`config.mk`:
```
export PLATFORM = sky130hd
export DESIGN_NAME = i2c_slave_write_receiver_core_flat
export DESIGN_NICKNAME = d
export VERILOG_FILES = /design/src/hdl/i2cswr_pkg.sv /design/src/hdl/i2cswr_if.sv /design/src/hdl/i2c_slave_write_receiver_core.sv /design/src/hdl/i2cswr_cfg.sv /design/src/hdl/i2cswr_rx.sv /design/src/hdl/i2cswr_obuf.sv /design/src/flat_wrapper.sv
export SDC_FILE = /design/constraint.sdc
export NUM_CORES = 1
export LEC_CHECK = 0
export BUFFER_PORTS_ARGS = -buffer_cell sky130_fd_sc_hd__clkbuf_2
export CORE_MARGIN = 2
export CORE_UTILIZATION = 32
export CTS_CLUSTER_SIZE = 25
export DETAILED_ROUTE_END_ITERATION = 10
export SLEW_MARGIN = 20
export SYNTH_ARGS = -nofsm -noshare
export SYNTH_HDL_FRONTEND = slang
export SYNTH_HIERARCHICAL = 1
export SYNTH_SLANG_ARGS = --single-unit
export TNS_END_PERCENT = 20
```
`constraint.sdc`:
```
create_clock -name i_clk -period 7.2 [get_ports i_clk]
set_input_delay 0.72 -clock i_clk [delete_from_list [all_inputs] [get_ports i_clk]]
set_output_delay 0.72 -clock i_clk [all_outputs]
set_load 0.1 [all_outputs]
```
`src/hdl/i2cswr_pkg.sv`:
```
// Package for the write-only I2C target: constants, codes, state and result types.
// Used by the core, cfg, rx and obuf files of the block; depends on nothing.

package i2cswr_pkg;

    localparam int TIMER_WIDTH = 16;
    localparam int OWN_ADDR_W  = 7;
    localparam int LIMIT_W     = 16;
    localparam int CMP_W       = (TIMER_WIDTH > LIMIT_W) ? TIMER_WIDTH : LIMIT_W;
    localparam int CFG_ADDR_W  = 3;
    localparam int CFG_DATA_W  = 32;

    localparam logic [LIMIT_W-1:0]    TIMEOUT_RESET  = LIMIT_W'(124);
    localparam logic [OWN_ADDR_W-1:0] OWN_ADDR_RESET = '0;

    typedef enum logic [2:0] {
        EV_NONE        = 3'd0,
        EV_START_WRITE = 3'd1,
        EV_START_READ  = 3'd2,
        EV_DATA        = 3'd3,
        EV_STOP        = 3'd4,
        EV_TIMEOUT     = 3'd5
    } t_event;

    typedef enum logic [1:0] {
        AM_NONE  = 2'd0,
        AM_WRITE = 2'd1,
        AM_DATA  = 2'd2,
        AM_READ  = 2'd3
    } t_ack_mode;

    typedef logic [3:0] t_phase;
    localparam t_phase PH_IDLE   = 4'd0;
    localparam t_phase PH_BIT1   = 4'd1;
    localparam t_phase PH_BIT7   = 4'd7;
    localparam t_phase PH_BIT8   = 4'd8;
    localparam t_phase PH_ACKDEC = 4'd9;
    localparam t_phase PH_ACKEND = 4'd10;

    // Register index, taken from paddr bit 2
    typedef enum logic {
        REG_OWN_ADDR = 1'b0,
        REG_TIMEOUT  = 1'b1
    } t_reg_idx;

    typedef struct packed {
        t_phase                 bit_phase;
        logic [7:0]             shift_reg;
        t_ack_mode              ack_mode;
        logic                   data_phase;
        logic [TIMER_WIDTH-1:0] tick_count;
        logic                   sda_drive;
    } t_rx_state;

    typedef struct packed {
        logic       sda_pull_low;
        logic [2:0] event_res;
        logic [7:0] data_byte;
        logic       bus_active;
    } t_rx_result;

    function automatic t_rx_state f_idle_state();
        t_rx_state s;
        s.bit_phase  = PH_IDLE;
        s.shift_reg  = '0;
        s.ack_mode   = AM_NONE;
        s.data_phase = 1'b0;
        s.tick_count = '0;
        s.sda_drive  = 1'b0;
        return s;
    endfunction

endpackage

```
`src/hdl/i2cswr_if.sv`:
```
// Handshake channels of the write-only I2C target: pin-sample items in, result items out.
// Depends on nothing.

interface i2cswr_in_if;
    logic valid;
    logic ready;
    logic scl;
    logic sda;
    logic accept_data;
    logic timer_tick;

    modport source (output valid, scl, sda, accept_data, timer_tick, input ready);
    modport sink   (input valid, scl, sda, accept_data, timer_tick, output ready);
endinterface

interface i2cswr_out_if;
    logic       valid;
    logic       ready;
    logic       sda_pull_low;
    logic [2:0] event_res;
    logic [7:0] data_byte;
    logic       bus_active;

    modport source (output valid, sda_pull_low, event_res, data_byte, bus_active, input ready);
    modport sink   (input valid, sda_pull_low, event_res, data_byte, bus_active, output ready);
endinterface

```
`src/hdl/i2c_slave_write_receiver_core.sv`:
```
// Write-only I2C target, 7-bit addressing: one pin-sample item in, one result item out.
// Depends on i2cswr_pkg, i2cswr_if, i2cswr_cfg, i2cswr_rx and i2cswr_obuf.

// One item carries one clock's sample of SCL and SDA plus the accept_data and timer_tick
// strobes; every item gives exactly one result, which is registered in the output buffer.
// The block takes an item every cycle: the protocol state is updated in a single pass
// at acceptance, and results go through a two-entry output buffer, so i_in.ready falls
// only when two results are waiting. Sustained rate is one item per clock as long as
// results are taken. Registers (APB, byte address 0: own address, 4: timeout limit)
// are to be written by the user only while no item is in flight; the block does not enforce it.

module i2c_slave_write_receiver_core (
    input  logic                              i_clk,
    input  logic                              i_rst_n,
    i2cswr_in_if.sink                         i_in,
    i2cswr_out_if.source                      o_res,
    input  logic                              psel,
    input  logic                              penable,
    input  logic                              pwrite,
    input  logic [i2cswr_pkg::CFG_ADDR_W-1:0] paddr,
    input  logic [i2cswr_pkg::CFG_DATA_W-1:0] pwdata,
    output logic [i2cswr_pkg::CFG_DATA_W-1:0] prdata,
    output logic                              pready
);

    logic [i2cswr_pkg::OWN_ADDR_W-1:0] own_address;
    logic [i2cswr_pkg::LIMIT_W-1:0]    timeout_limit;
    logic                              in_accept;
    logic                              buf_ready;
    i2cswr_pkg::t_rx_result            step_result;
    i2cswr_pkg::t_rx_result            out_result;

    assign i_in.ready = buf_ready;
    assign in_accept  = i_in.valid & buf_ready;

    i2cswr_cfg u_cfg (
        .i_clk           (i_clk),
        .i_rst_n         (i_rst_n),
        .psel            (psel),
        .penable         (penable),
        .pwrite          (pwrite),
        .paddr           (paddr),
        .pwdata          (pwdata),
        .prdata          (prdata),
        .pready          (pready),
        .o_own_address   (own_address),
        .o_timeout_limit (timeout_limit)
    );

    i2cswr_rx u_rx (
        .i_clk           (i_clk),
        .i_rst_n         (i_rst_n),
        .i_accept        (in_accept),
        .i_scl           (i_in.scl),
        .i_sda           (i_in.sda),
        .i_accept_data   (i_in.accept_data),
        .i_timer_tick    (i_in.timer_tick),
        .i_own_address   (own_address),
        .i_timeout_limit (timeout_limit),
        .o_result        (step_result)
    );

    i2cswr_obuf u_obuf (
        .i_clk       (i_clk),
        .i_rst_n     (i_rst_n),
        .i_push      (in_accept),
        .i_result    (step_result),
        .o_ready     (buf_ready),
        .o_valid     (o_res.valid),
        .i_out_ready (o_res.ready),
        .o_result    (out_result)
    );

    assign o_res.sda_pull_low = out_result.sda_pull_low;
    assign o_res.event_res    = out_result.event_res;
    assign o_res.data_byte    = out_result.data_byte;
    assign o_res.bus_active   = out_result.bus_active;

`ifndef SYNTH
    // input may only stall when a result is waiting
    a_stall_has_result: assert property (@(posedge i_clk) disable iff (!i_rst_n)
        !i_in.ready |-> o_res.valid)
        else $error("input stalled with empty output");

    a_accept_gives_result: assert property (@(posedge i_clk) disable iff (!i_rst_n)
        (i_in.valid && i_in.ready && !o_res.valid) |=> o_res.valid)
        else $error("accepted item produced no result");

    // ACK drive only happens inside a transfer
    a_ack_in_transfer: assert property (@(posedge i_clk) disable iff (!i_rst_n)
        (o_res.valid && o_res.sda_pull_low) |-> o_res.bus_active)
        else $error("SDA driven while bus idle");

    a_byte_only_on_data: assert property (@(posedge i_clk) disable iff (!i_rst_n)
        (o_res.valid && o_res.event_res != i2cswr_pkg::EV_DATA) |-> (o_res.data_byte == 8'd0))
        else $error("data byte set without data event");
`endif

endmodule

```
`src/hdl/i2cswr_cfg.sv`:
```
// APB-style register file: own address and timeout limit.
// Depends on i2cswr_pkg.

module i2cswr_cfg (
    input  logic                                 i_clk,
    input  logic                                 i_rst_n,
    input  logic                                 psel,
    input  logic                                 penable,
    input  logic                                 pwrite,
    input  logic [i2cswr_pkg::CFG_ADDR_W-1:0]    paddr,
    input  logic [i2cswr_pkg::CFG_DATA_W-1:0]    pwdata,
    output logic [i2cswr_pkg::CFG_DATA_W-1:0]    prdata,
    output logic                                 pready,
    output logic [i2cswr_pkg::OWN_ADDR_W-1:0]    o_own_address,
    output logic [i2cswr_pkg::LIMIT_W-1:0]       o_timeout_limit
);

    logic [i2cswr_pkg::OWN_ADDR_W-1:0] r_own_address;
    logic [i2cswr_pkg::LIMIT_W-1:0]    r_timeout_limit;
    logic                              wr_en;
    i2cswr_pkg::t_reg_idx              reg_idx;

    assign pready  = 1'b1;
    assign wr_en   = psel & penable & pwrite & pready;
    assign reg_idx = i2cswr_pkg::t_reg_idx'(paddr[2]);

    always_ff @(posedge i_clk) begin
        if (!i_rst_n) begin
            r_own_address   <= i2cswr_pkg::OWN_ADDR_RESET;
            r_timeout_limit <= i2cswr_pkg::TIMEOUT_RESET;
        end else if (wr_en) begin
            unique case (reg_idx)
                i2cswr_pkg::REG_OWN_ADDR: begin
                    r_own_address <= pwdata[i2cswr_pkg::OWN_ADDR_W-1:0];
                end
                i2cswr_pkg::REG_TIMEOUT: begin
                    r_timeout_limit <= pwdata[i2cswr_pkg::LIMIT_W-1:0];
                end
                default: begin
                end
            endcase
        end
    end

    always_comb begin
        unique case (reg_idx)
            i2cswr_pkg::REG_OWN_ADDR:
                prdata = i2cswr_pkg::CFG_DATA_W'(r_own_address);
            i2cswr_pkg::REG_TIMEOUT:
                prdata = i2cswr_pkg::CFG_DATA_W'(r_timeout_limit);
            default:
                prdata = '0;
        endcase
    end

    assign o_own_address   = r_own_address;
    assign o_timeout_limit = r_timeout_limit;

endmodule

```
`src/hdl/i2cswr_rx.sv`:
```
// Bus follower: line-edge detection, address/data shifting, ACK control and timeout.
// Holds the protocol state; depends on i2cswr_pkg.

module i2cswr_rx (
    input  logic                              i_clk,
    input  logic                              i_rst_n,
    input  logic                              i_accept,
    input  logic                              i_scl,
    input  logic                              i_sda,
    input  logic                              i_accept_data,
    input  logic                              i_timer_tick,
    input  logic [i2cswr_pkg::OWN_ADDR_W-1:0] i_own_address,
    input  logic [i2cswr_pkg::LIMIT_W-1:0]    i_timeout_limit,
    output i2cswr_pkg::t_rx_result            o_result
);

    i2cswr_pkg::t_rx_state r_st;
    i2cswr_pkg::t_rx_state n_st;
    logic                  r_prev_scl;
    logic                  r_prev_sda;

    i2cswr_pkg::t_event            ev;
    logic [7:0]                    byte_out;
    logic                          timed_out;
    logic                          steady_high;
    logic                          rise;
    logic                          fall;
    logic [7:0]                    shifted;
    logic [i2cswr_pkg::CMP_W-1:0]  count_ext;
    logic [i2cswr_pkg::CMP_W-1:0]  limit_ext;

    assign steady_high = r_prev_scl & i_scl;
    assign rise        = ~r_prev_scl & i_scl;
    assign fall        = r_prev_scl & ~i_scl;
    assign count_ext   = i2cswr_pkg::CMP_W'(r_st.tick_count);
    assign limit_ext   = i2cswr_pkg::CMP_W'(i_timeout_limit);

    always_comb begin
        n_st      = r_st;
        ev        = i2cswr_pkg::EV_NONE;
        byte_out  = '0;
        timed_out = 1'b0;
        shifted   = {r_st.shift_reg[6:0], i_sda};

        // Unused phase codes fall back to idle
        if (r_st.bit_phase > i2cswr_pkg::PH_ACKEND) begin
            n_st = i2cswr_pkg::f_idle_state();
        end

        if (n_st.bit_phase != i2cswr_pkg::PH_IDLE && i_timer_tick) begin
            if (count_ext >= limit_ext || &r_st.tick_count) begin
                n_st      = i2cswr_pkg::f_idle_state();
                ev        = i2cswr_pkg::EV_TIMEOUT;
                timed_out = 1'b1;
            end else begin
                n_st.tick_count = r_st.tick_count + 1'b1;
            end
        end

        if (!timed_out) begin
            shifted = {n_st.shift_reg[6:0], i_sda};
            if (steady_high && r_prev_sda && !i_sda) begin
                // start or repeated start
                n_st           = i2cswr_pkg::f_idle_state();
                n_st.bit_phase = i2cswr_pkg::PH_BIT1;
            end else if (steady_high && !r_prev_sda && i_sda) begin
                if (n_st.bit_phase != i2cswr_pkg::PH_IDLE) begin
                    n_st = i2cswr_pkg::f_idle_state();
                    ev   = i2cswr_pkg::EV_STOP;
                end
            end else if (rise && n_st.bit_phase >= i2cswr_pkg::PH_BIT1
                         && n_st.bit_phase <= i2cswr_pkg::PH_BIT7) begin
                n_st.shift_reg = shifted;
                if (n_st.bit_phase == i2cswr_pkg::PH_BIT7 && !n_st.data_phase
                    && shifted != {1'b0, i_own_address}) begin
                    n_st = i2cswr_pkg::f_idle_state();
                end else begin
                    n_st.bit_phase = n_st.bit_phase + 1'b1;
                end
            end else if (rise && n_st.bit_phase == i2cswr_pkg::PH_BIT8) begin
                if (n_st.data_phase) begin
                    n_st.shift_reg = shifted;
                    n_st.ack_mode  = i2cswr_pkg::AM_DATA;
                end else if (i_sda) begin
                    n_st.ack_mode = i2cswr_pkg::AM_READ;
                    ev            = i2cswr_pkg::EV_START_READ;
                end else begin
                    n_st.ack_mode = i2cswr_pkg::AM_WRITE;
                    ev            = i2cswr_pkg::EV_START_WRITE;
                end
                n_st.bit_phase = i2cswr_pkg::PH_ACKDEC;
            end else if (fall && n_st.bit_phase == i2cswr_pkg::PH_ACKDEC) begin
                if (n_st.ack_mode == i2cswr_pkg::AM_WRITE) begin
                    n_st.sda_drive = 1'b1;
                    n_st.bit_phase = i2cswr_pkg::PH_ACKEND;
                end else if (n_st.ack_mode == i2cswr_pkg::AM_DATA) begin
                    ev             = i2cswr_pkg::EV_DATA;
                    byte_out       = n_st.shift_reg;
                    n_st.sda_drive = i_accept_data;
                    n_st.bit_phase = i2cswr_pkg::PH_ACKEND;
                end else begin
                    // reads are NAKed and dropped
                    n_st = i2cswr_pkg::f_idle_state();
                end
            end else if (fall && n_st.bit_phase == i2cswr_pkg::PH_ACKEND) begin
                n_st.sda_drive  = 1'b0;
                n_st.shift_reg  = '0;
                n_st.data_phase = 1'b1;
                n_st.bit_phase  = i2cswr_pkg::PH_BIT1;
            end
        end

        o_result.sda_pull_low = n_st.sda_drive;
        o_result.event_res    = ev;
        o_result.data_byte    = byte_out;
        o_result.bus_active   = (n_st.bit_phase != i2cswr_pkg::PH_IDLE);
    end

    always_ff @(posedge i_clk) begin
        if (!i_rst_n) begin
            r_st       <= i2cswr_pkg::f_idle_state();
            r_prev_scl <= 1'b1;
            r_prev_sda <= 1'b1;
        end else if (i_accept) begin
            r_st       <= n_st;
            r_prev_scl <= i_scl;
            r_prev_sda <= i_sda;
        end
    end

endmodule

```
`src/hdl/i2cswr_obuf.sv`:
```
// Two-entry result buffer: output register plus skid entry.
// Depends on i2cswr_pkg.

module i2cswr_obuf (
    input  logic                   i_clk,
    input  logic                   i_rst_n,
    input  logic                   i_push,
    input  i2cswr_pkg::t_rx_result i_result,
    output logic                   o_ready,
    output logic                   o_valid,
    input  logic                   i_out_ready,
    output i2cswr_pkg::t_rx_result o_result
);

    logic                   r_main_valid;
    logic                   r_skid_valid;
    i2cswr_pkg::t_rx_result r_main;
    i2cswr_pkg::t_rx_result r_skid;
    logic                   pop;

    assign pop      = r_main_valid & i_out_ready;
    assign o_ready  = ~r_skid_valid;
    assign o_valid  = r_main_valid;
    assign o_result = r_main;

    always_ff @(posedge i_clk) begin
        if (!i_rst_n) begin
            r_main_valid <= 1'b0;
            r_skid_valid <= 1'b0;
        end else if (r_skid_valid) begin
            // skid full: no push possible, refill main from skid
            if (pop) begin
                r_main_valid <= 1'b1;
                r_skid_valid <= 1'b0;
            end
        end else if (i_push) begin
            if (!r_main_valid || pop) begin
                r_main_valid <= 1'b1;
            end else begin
                r_skid_valid <= 1'b1;
            end
        end else if (pop) begin
            r_main_valid <= 1'b0;
        end
    end

    always_ff @(posedge i_clk) begin
        if (r_skid_valid) begin
            if (pop) begin
                r_main <= r_skid;
            end
        end else if (i_push) begin
            if (!r_main_valid || pop) begin
                r_main <= i_result;
            end else begin
                r_skid <= i_result;
            end
        end
    end

endmodule
```
`src/flat_wrapper.sv`:
```
// flat-port wrapper written by rule: the top's interface ports become plain ports
module i2c_slave_write_receiver_core_flat 
  (i_clk, i_rst_n, psel, penable, pwrite, paddr, pwdata, prdata, pready, i_in_valid, i_in_scl, i_in_sda, i_in_accept_data, i_in_timer_tick, i_in_ready, o_res_valid, o_res_sda_pull_low, o_res_event_res, o_res_data_byte, o_res_bus_active, o_res_ready);
  i2cswr_in_if i_in_i ();
  i2cswr_out_if o_res_i ();
  input  logic i_clk;
  input  logic i_rst_n;
  input  logic psel;
  input  logic penable;
  input  logic pwrite;
  input  logic [i2cswr_pkg::CFG_ADDR_W-1:0] paddr;
  input  logic [i2cswr_pkg::CFG_DATA_W-1:0] pwdata;
  output logic [i2cswr_pkg::CFG_DATA_W-1:0] prdata;
  output logic pready;
  input wire logic [$bits(i_in_i.valid)-1:0] i_in_valid;
  input wire logic [$bits(i_in_i.scl)-1:0] i_in_scl;
  input wire logic [$bits(i_in_i.sda)-1:0] i_in_sda;
  input wire logic [$bits(i_in_i.accept_data)-1:0] i_in_accept_data;
  input wire logic [$bits(i_in_i.timer_tick)-1:0] i_in_timer_tick;
  output wire logic [$bits(i_in_i.ready)-1:0] i_in_ready;
  output wire logic [$bits(o_res_i.valid)-1:0] o_res_valid;
  output wire logic [$bits(o_res_i.sda_pull_low)-1:0] o_res_sda_pull_low;
  output wire logic [$bits(o_res_i.event_res)-1:0] o_res_event_res;
  output wire logic [$bits(o_res_i.data_byte)-1:0] o_res_data_byte;
  output wire logic [$bits(o_res_i.bus_active)-1:0] o_res_bus_active;
  input wire logic [$bits(o_res_i.ready)-1:0] o_res_ready;
  assign i_in_i.valid = i_in_valid;
  assign i_in_i.scl = i_in_scl;
  assign i_in_i.sda = i_in_sda;
  assign i_in_i.accept_data = i_in_accept_data;
  assign i_in_i.timer_tick = i_in_timer_tick;
  assign i_in_ready = i_in_i.ready;
  assign o_res_valid = o_res_i.valid;
  assign o_res_sda_pull_low = o_res_i.sda_pull_low;
  assign o_res_event_res = o_res_i.event_res;
  assign o_res_data_byte = o_res_i.data_byte;
  assign o_res_bus_active = o_res_i.bus_active;
  assign o_res_i.ready = o_res_ready;
  i2c_slave_write_receiver_core u_core (.i_clk(i_clk), .i_rst_n(i_rst_n), .i_in(i_in_i), .o_res(o_res_i), .psel(psel), .penable(penable), .pwrite(pwrite), .paddr(paddr), .pwdata(pwdata), .prdata(prdata), .pready(pready));
endmodule
```
==> results.tsv <==
stage	metric	value	unit
run_status	status	finished, final reports clean	
clock_network	clock_latency	350	ps
floorplanning	die_y	134.5	um
finish	final_cell_mix	nand2_1 (86), dfxtp_1 (59), clkbuf_2 (58)	
drt	drt-initial-drc-count	280	
critical_path	crit_path_start_kind	flip-flop	
logic_synthesis	synth_compound_area_frac	0.1525	
logic_synthesis	synth_top_cell_area_share	0.2169	
logic_synthesis	synth.distinct_cells	73	
sta	min_period	5371	ps
floorplanning	io_pins	94	
logic_synthesis	synth_top_family_by_area	simple AND/OR/NAND/NOR gates	
logic_synthesis	synth-xor-area-share	0.006432	
sta	rsz0062_at_grt	no	
logic_synthesis	synth_edf_count	26	
sta	skew	4.660	ps
floorplanning	die-area	18080	um^2
finish	fin_area	6088	um^2
sta	slew_violations	0	
clock_network	ctsRootBufferMaster	clkbuf_16	
drt	wl	13010	um
finish	fillCellCount	1726	
global_routing	grt-ovfl-total	0	
pwr	powerDensity	207.6	nW/um^2
sta	fmax	0.1862	GHz
logic_synthesis	synth_flop_cell	dfxtp_1	
run	max_cap_violations	0	
drt	ant_nets	0	
sta	slew_headroom	0.3010	
hold_path	hold_class	flip-flop to flip-flop	
global_routing	grt_max_degree	73	
logic_synthesis	synthAdderAreaFrac	0.05743	
global_routing	antenna_found_initial	0	
critical_path	crit_type	flip-flop to flip-flop	
finish	diodes	0	
pwr	power.internal	865.9	uW
logic_synthesis	synth_seq_cells	85	
finish	drive_above_1_share	0.1756	
logic_synthesis	yosys-top-cells-area	dfxtp_1 (22%), edfxtp_1 (14%), nand2_1 (5.9%), ha_1 (5.7%), mux2i_1 (5.3%)	
pwr	comb_power_share	0.191	
critical_path	cpLargestDelayFamily	simple AND/OR/NAND/NOR gates	
critical_path	crit_path_end_kind	flip-flop	
finish	layout_commonest_cell	nand2_1	
critical_path	path_buf_inv	2	
drt	firstDrtPassIters	6	
finish	nets	721	
sta	period_share	0.7460	
floorplanning	start_util	0.3284	
logic_synthesis	syn-cell-area	5446	um^2
logic_synthesis	seq_area_frac_synth	0.3602	
sta	worst_slew_pin_slew	1045	ps
sta	finalHoldViolations	0	
logic_synthesis	synth_async_sr_flop_share	0	
global_routing	grt_pass1_wl	21530	um
clock_network	clock_path_buffers	2	
placement	dpl.cell_count	859	
critical_path	required	7300	ps
finish	final_cells	875	
sta	hold_ws	470.4	ps
global_routing	grt_pass1_vias	4203	
drt	via_per_inst	5.118	
logic_synthesis	synth-simple-area-share	0.2380	
sta	setup_violations	0	
floorplanning	die_w	134.5	um
critical_path	worst-endpoint-arrival	5470	ps
clock_network	cts_setup_buffers	0	
critical_path	slowest_stage	a31oi_2	
critical_path	slowest_delay	910	ps
drt	via_count	4478	
critical_path	crit_chain	inv_1 -> ha_1 -> nand4_1 -> nor4_1 -> o21ai_1 -> a31oi_2 -> nor2_2 -> nand2_1 -> inv_1 -> ha_1 -> nand2b_1 -> nand4_1 -> a31oi_1 -> nand3b_1 -> nor2_1 -> o21ai_0 -> a31oi_1 -> o2111ai_1 -> mux2_4	
global_routing	track_usage	0.1478	
pwr	p_leak	0.002317	uW
drt	post_drt_wl_per_cell	14.86	um
placement	portBuffers	58	
clock_network	cts.repair.resized	0	
logic_synthesis	avgSynthCellArea	8.943	um^2
pwr	vdd_drop_max	130.6	uV
clock_network	path_clk_slew	60	ps
clock_network	htree_levels	3	
pwr	clkPwrFrac	0.395	
drt	post-route-drc-count	0	
finish	seqCellArea	1962	um^2
logic_synthesis	syn_inst	609	
clock_network	cts_tree	done	
floorplanning	core.rowCount	47	
placement	placedInstanceArea	5768	um^2
placement	dp_hpwl	9332	um
clock_network	numClockSinks	85	
floorplanning	design.core.area	16580	um^2
pwr	power.switching	398.2	uW
logic_synthesis	synthMuxAreaShare	0.09878	
critical_path	cp_max_fo	21	
placement	gp_congestion	0.8396	
clock_network	cts_buffers	9	
finish	synthToLayoutAreaGrowth	11.78	%
sta	setup_tns	0	ps
pwr	swShare	0.3150	
logic_synthesis	yosys.area.top_type	dfxtp_1	
pwr	pwr-share-seq	0.414	
logic_synthesis	yosys_warnings	6	
clock_network	holdBufCountCts	0	
finish	multi_input_area	3087	um^2
-- synthesized netlist by cell type (14+ instances only) --
| cell type | instances |
|---|---|
| edfxtp_1 | 26 |
| nand3_1 | 22 |
| a21oi_1 | 16 |
| ha_1 | 25 |
| mux2_2 | 14 |
| dfxtp_1 | 59 |
| inv_1 | 34 |
| and2_1 | 15 |
| nor2b_1 | 19 |
| buf_4 | 22 |
| nand2_1 | 86 |
| mux2i_1 | 29 |
| o21ai_0 | 22 |
| clkbuf_1 | 14 |
| nor2_1 | 29 |
| nand4_1 | 15 |
-- tightest hold or removal path: cells and delay by family, from the launching register on --
kind | cells | cell delay [ps]
muxes | 1 | 50
and+or+nand+nor | 1 | 50
DFF | 1 | 310
-- power by group through the flow --
stage | logic (uW) | registers, uW | clock network (uW)
after floorplan | 155 | 589 | 0
after global placement | 240 | 534 | 0
after detailed placement | 240 | 534 | 0
after CTS | 241 | 524 | 514
after global routing | 254 | 525 | 535
final | 241 | 523 | 499
-- registers in the layout (all words and copies together) (netlist names) --
register                      count
u_core/u_cfg/o_own_address        7
u_core/u_cfg/o_timeout_limit     16
u_core/u_obuf/o_result           13
u_core/u_obuf/o_valid             1
u_core/u_obuf/r_skid             13
u_core/u_obuf/r_skid_valid        1
u_core/u_rx/count_ext            16
u_core/u_rx/r_prev_scl            1
u_core/u_rx/r_prev_sda            1
u_core/u_rx/r_st                 16
-- cell families (layout without fill, tap and decap cells) --
family                     count (synthesis)  in the layout
muxes                                     49             49
buffers and inverters                     81            112
other                                      2             17
and+or+nand+nor                          248            248
xor gates and xnor gates                   4              4
AOI/OAI and AO/OA                        115            115
DFF                                       85             85
adders and majority gates                 25             25
-- cell type report --
type	instances	share of cell area
multi-input combinational	458	0.5070
sequential	85	0.3222
timing repair buffer	62	0.05261
tap	220	0.04521
clock buffer	10	0.03761
inverter	34	0.02096
clock inverter	6	0.01439
-- final timing paths --
path | slack [ps] | from | end | cells past startpoint
setup / recovery | 1830 | u_core/u_cfg/o_timeout_limit[11]$_SDFFE_PN0P_ | u_core/u_obuf/o_result[0]$_DFFE_PP_ | 19
hold / removal | 470 | u_core/u_cfg/o_timeout_limit[8]$_SDFFE_PN0P_ | u_core/u_cfg/o_timeout_limit[8]$_SDFFE_PN0P_ | 2
setup reg to reg | 1830 | u_core/u_cfg/o_timeout_limit[11]$_SDFFE_PN0P_ | u_core/u_obuf/o_result[0]$_DFFE_PP_ | 19
hold reg to reg | 470 | u_core/u_cfg/o_timeout_limit[8]$_SDFFE_PN0P_ | u_core/u_cfg/o_timeout_limit[8]$_SDFFE_PN0P_ | 2
-- through the flow --
step,utilization,setup slack [ps],total power (uW)
global placement,0.3478,1931,773.7
global route,0.3671,1456,1315
floorplan,-,3245,744.2
detailed placement,0.3478,1916,774.3
finish,0.3671,1829,1264
CTS,0.3669,1890,1279
-- layer usage --
metal / up-vias / share of wire / track usage
li1: 2255 / - / -
met1: 2106 / 0.48 / 0.1966
met2: 108 / 0.47 / 0.2418
met3: 9 / 0.043 / 0.03604
met4: 0 / 0.0066 / 0.03684
met5: - / 0 / 0
(Power assumes the default switching activity.)
